File: src/rtl/rprt_pkg.sv
// Package: shared types and codes for the received packet range tracker.
package rprt_pkg;

  localparam int PN_W = 62;
  localparam int IDX_W = 9;

  typedef logic [PN_W-1:0] pn_t;
  typedef logic [1:0] action_t;
  typedef logic [3:0] status_t;

  localparam action_t ACT_RECEIVE = 2'd0;
  localparam action_t ACT_DELETE  = 2'd1;
  localparam action_t ACT_READ    = 2'd2;

  localparam status_t ST_NEW       = 4'd0;
  localparam status_t ST_EXTENDED  = 4'd1;
  localparam status_t ST_MERGED    = 4'd2;
  localparam status_t ST_DUPLICATE = 4'd3;
  localparam status_t ST_BELOW     = 4'd4;
  localparam status_t ST_FLOOR     = 4'd5;
  localparam status_t ST_STALE     = 4'd6;
  localparam status_t ST_READ_OK   = 4'd7;
  localparam status_t ST_BAD_INDEX = 4'd8;

  // Per-cell classification of a received number against one range.
  typedef struct packed {
    logic valid;   // cell holds a range
    logic hit;     // start <= pn <= end
    logic ext_up;  // end + 1 == pn
    logic ext_dn;  // start - 1 == pn, start != 0
    logic above;   // pn > end
    logic below;   // end < pn (for delete)
    logic trim;    // start < pn (for delete)
  } cell_flags_t;

  // Update command broadcast to every cell.
  typedef struct packed {
    logic shift_up;    // cell i takes neighbor i-1 (insert room)
    logic shift_dn;    // cell i takes neighbor i+1 (remove)
    logic set_end;     // write end at target
    logic set_start;   // write start at target
    logic merge_end;   // target-1 takes end of target
    logic load_new;    // target gets [pn,pn]
  } cell_cmd_t;

endpackage

File: src/rtl/rprt_cell.sv
// One range cell: holds one [start,end] pair, compares and shifts locally.
module rprt_cell (
  input  logic                 clk,
  input  rprt_pkg::pn_t        pn,
  input  logic                 valid,
  input  rprt_pkg::pn_t        up_start,    // from lower neighbor (index-1)
  input  rprt_pkg::pn_t        up_end,
  input  rprt_pkg::pn_t        dn_start,    // from upper neighbor (index+1)
  input  rprt_pkg::pn_t        dn_end,
  input  logic                 do_shift_up,
  input  logic                 do_shift_dn,
  input  logic                 do_load_new,
  input  logic                 do_set_start,
  input  logic                 do_set_end,
  input  logic                 do_take_end,
  input  rprt_pkg::pn_t        take_end,
  output rprt_pkg::cell_flags_t flags,
  output rprt_pkg::pn_t        start_q,
  output rprt_pkg::pn_t        end_q
);
  import rprt_pkg::*;

  pn_t start_r, end_r;

  assign start_q = start_r;
  assign end_q   = end_r;

  // local compares against the broadcast number
  always_comb begin
    flags.valid  = valid;
    flags.hit    = valid && (start_r <= pn) && (pn <= end_r);
    // a range ending at the top of the number space is never extended upward
    flags.ext_up = valid && (end_r != '1) && (end_r + pn_t'(1) == pn);
    flags.ext_dn = valid && (start_r != '0) && (start_r - pn_t'(1) == pn);
    flags.above  = valid && (pn > end_r);
    flags.below  = valid && (end_r < pn);
    flags.trim   = valid && (start_r < pn);
  end

  // payload update, no reset needed
  always_ff @(posedge clk) begin
    if (do_shift_up) begin
      start_r <= up_start;
      end_r   <= up_end;
    end else if (do_shift_dn) begin
      start_r <= dn_start;
      end_r   <= dn_end;
    end else if (do_load_new) begin
      start_r <= pn;
      end_r   <= pn;
    end else begin
      if (do_set_start) start_r <= pn;
      if (do_set_end)   end_r   <= pn;
      if (do_take_end)  end_r   <= take_end;
    end
  end

endmodule

File: config.mk
export PLATFORM = sky130hd
export DESIGN_NAME = rprt_cell
export DESIGN_NICKNAME = d
export VERILOG_FILES = /design/src/rtl/rprt_pkg.sv /design/src/rtl/rprt_cell.sv
export SDC_FILE = /design/constraint.sdc
export NUM_CORES = 1
export LEC_CHECK = 0
export BUFFER_PORTS_ARGS = -buffer_cell sky130_fd_sc_hd__buf_2
export CORE_AREA = 3 3 200 202
export DETAILED_ROUTE_END_ITERATION = 6
export DIE_AREA = 0 0 203 205
export GPL_ROUTABILITY_DRIVEN = 0
export PLACE_DENSITY = 0.66
export SKIP_CTS_REPAIR_TIMING = 1
export SLEW_MARGIN = 15
export SYNTH_ARGS = -nofsm -noshare
export SYNTH_HDL_FRONTEND = slang
export SYNTH_SLANG_ARGS = --single-unit
File: constraint.sdc
create_clock -name clk -period 5.63 [get_ports clk]
set_clock_uncertainty 0.2 [all_clocks]
set_input_delay 1.126 -clock clk [delete_from_list [all_inputs] [get_ports clk]]
set_output_delay 1.126 -clock clk [all_outputs]
set_load 0.005 [all_outputs]
==> metrics.txt <==
crit-path most repeated cell or4_4; DRT Pass-1 Iters 6; max-cap violations 0; clock slew at reported path FFs 60 ps; fin. max-slew vios 0; Commonest cells post-synth nor2_1 (194), nand2_1 (187), a21oi_1 (179), o21ai_0 (171), ha_1 (127); Seq/Total Area, Yosys 0.262; antenna violations before repair 2; Num Clock Sinks 124; CTS max path bufs 2; Worst Path Arrival 4220 ps; Netlist cell types 71; Max-slew headroom 0.340; final non-filler cell area 0.0183 mm²; Leak 8.29 nW; post-placement cell area 0.0174 mm²; via/cell ratio 5.75; Buf+Inv Stages, Crit Path 1; port buffer count 510; number of global-route vias before repair 15.5k; CP startpoint kind flop; layout cells sized above 1 0.276; CTS Buf Count 17; Crit Path Class reg -> out; required time of the critical path 4300 ps; Core Util, Final 0.476; post-DP HPWL 50200 µm; Final min period 5550 ps; # rows 72; final net count 2809; PD cells 214 mW/mm²; root buf cell clkbuf_16; Vias 16.3k; HP Class in -> reg; top-count cell post-synth nor2_1; total global routing overflow 0; area of the mapped netlist 0.0142 mm²; CP max stage cell or4_4; routed wire length 62400 µm; Worst Max-Slew Pin Slew 990 ps; DR WL/cell 22.0 µm; dominant synthesized flop cell edfxtp_1; drt initial violations 1442; width of the die 203 µm; Final Hold Viols 0; die area 0.0416 mm²; EDFF count, synth 124; setup total negative slack 0 ps; post-route ant nets 0; FFs w/ async S/R, synth 0; Starting Density 0.370; worst setup margin 83.3 ps; status finished clean; crit-path cells or4_4, or4_4, or4_1, or3_1, nor3_4, mux2_1, mux2i_1, o21ai_1, and4b_1, buf_2; Place WS 173 ps; first-pass GRT wire length 90700 µm; CP endpoint kind output pin; Synth Instances 1808; cell taking the most area after synthesis edfxtp_1; largest net degree at the start of global routing 124; crit-path max FO 6; fin crit share 0.985; Post-Syn Nets 2315; IO Pins 511; GRT Total Usage 0.284; syn_area_per_cell 7.87 µm²; slowest stage delay, CP 600 ps; DRC violations left 0; #FFs+latches synth 124; Synth top area share 0.262; core area 0.0385 mm²; Layout area overhead 28.8%; Vert. Die Dim 205 µm; CTS tree done; FMAX 180 MHz; peak supply drop 0.191 mV; Worst path top cell family by delay simple AND/OR/NAND/NOR gates; htree depth 4; Yosys warnings 0; synth top area cells edfxtp_1 (26%), ha_1 (11%), xnor2_1 (6.8%); # setup viols final 0
path summary, 6_finish.rpt:
path / from / to / cells past startpoint / slack [ps]
max: start_q[46] / flags[3] / 10 / 80
min: up_end[9] / end_q[9] / 3 / 750
kinds of logic (layout without fill, tap and decap cells):
family          count (synthesis)  after routing  share of synthesized area
xor+xnor                      164            164                      0.101
simple gates                  673            673                      0.233
mux                            76             76                     0.0540
flops                         124            124                      0.262
buf+inv                       166            673                     0.0445
compound gates                478            478                      0.194
other cells                     0              1                          0
fa+ha+maj                     127            127                      0.112
metal layers:
layer,up-vias,global-route usage,share of wire
met5,-,0,0.00019
met4,2,0.0869,0.027
met3,103,0.0485,0.081
met2,826,0.491,0.48
met1,7734,0.364,0.41
li1,7637,-,-
flip-flops by register name (all words and copies together), names as in the netlist:
name / count
start_q: 62
end_q: 62
placed cells by master (no fill, tap or decap), types with 4 or more instances in the layout:
| master | count |
|---|---|
| and2_1 | 7 |
| a211o_1 | 5 |
| nor4_2 | 8 |
| o21ai_0 | 171 |
| nor3_1 | 39 |
| or4_4 | 6 |
| nor2b_1 | 10 |
| clkinv_2 | 4 |
| xor2_1 | 53 |
| a21oi_1 | 179 |
| a2111oi_0 | 5 |
| mux2i_1 | 70 |
| a31oi_1 | 11 |
| nand3_1 | 44 |
| o211ai_1 | 5 |
| o21a_1 | 5 |
| nor4_1 | 26 |
| buf_4 | 50 |
| ha_1 | 127 |
| mux2_2 | 5 |
| xnor2_1 | 111 |
| nor2_1 | 193 |
| nor3_2 | 6 |
| and3_1 | 12 |
| nand4_1 | 58 |
| inv_1 | 79 |
| bufinv_16 | 5 |
| a21o_1 | 45 |
| edfxtp_1 | 124 |
| nor4b_1 | 7 |
| a211oi_1 | 5 |
| nand2_1 | 186 |
| clkbuf_16 | 17 |
| and4_1 | 15 |
| o31ai_1 | 5 |
| or4_1 | 12 |
| or3_1 | 12 |
| o22ai_1 | 4 |
| buf_2 | 508 |
stage by stage:
step | hold WS, ps | cells | power [mW]
final | 747 | 2834 | 3.91
after detailed placement | 1210 | 2786 | 2.63
after global placement | 1210 | 2786 | 2.60
after global routing | 740 | 2834 | 4.11
after floorplan | 1110 | 1808 | 2.02
after CTS | 724 | 2818 | 3.88
cell type report:
class | instances | area [µm²]
Fill cell | 3871 | 20100
Clock buffer | 20 | 437
Tap cell | 518 | 648
Multi-Input combinational cell | 1518 | 10000
Sequential cell | 124 | 3720
Clock inverter | 12 | 195
Antenna cell | 1 | 2.50
Inverter | 79 | 297
Timing Repair Buffer | 562 | 2980
where the power goes:
part           internal [mW]  leakage (nW)  total (mW)  switching [mW]
Combinational          0.589          6.65        1.33           0.743
Sequential              1.14          1.34        1.34           0.201
Clock                  0.782         0.308        1.24           0.459
Total                   2.51          8.29        3.91            1.40
worst min-delay path, cell delays in order:
cell and delay (ps):
buf_2 70, nand2_1 40, o21ai_0 50
No activity file was read; power rests on OpenSTA's default activity.
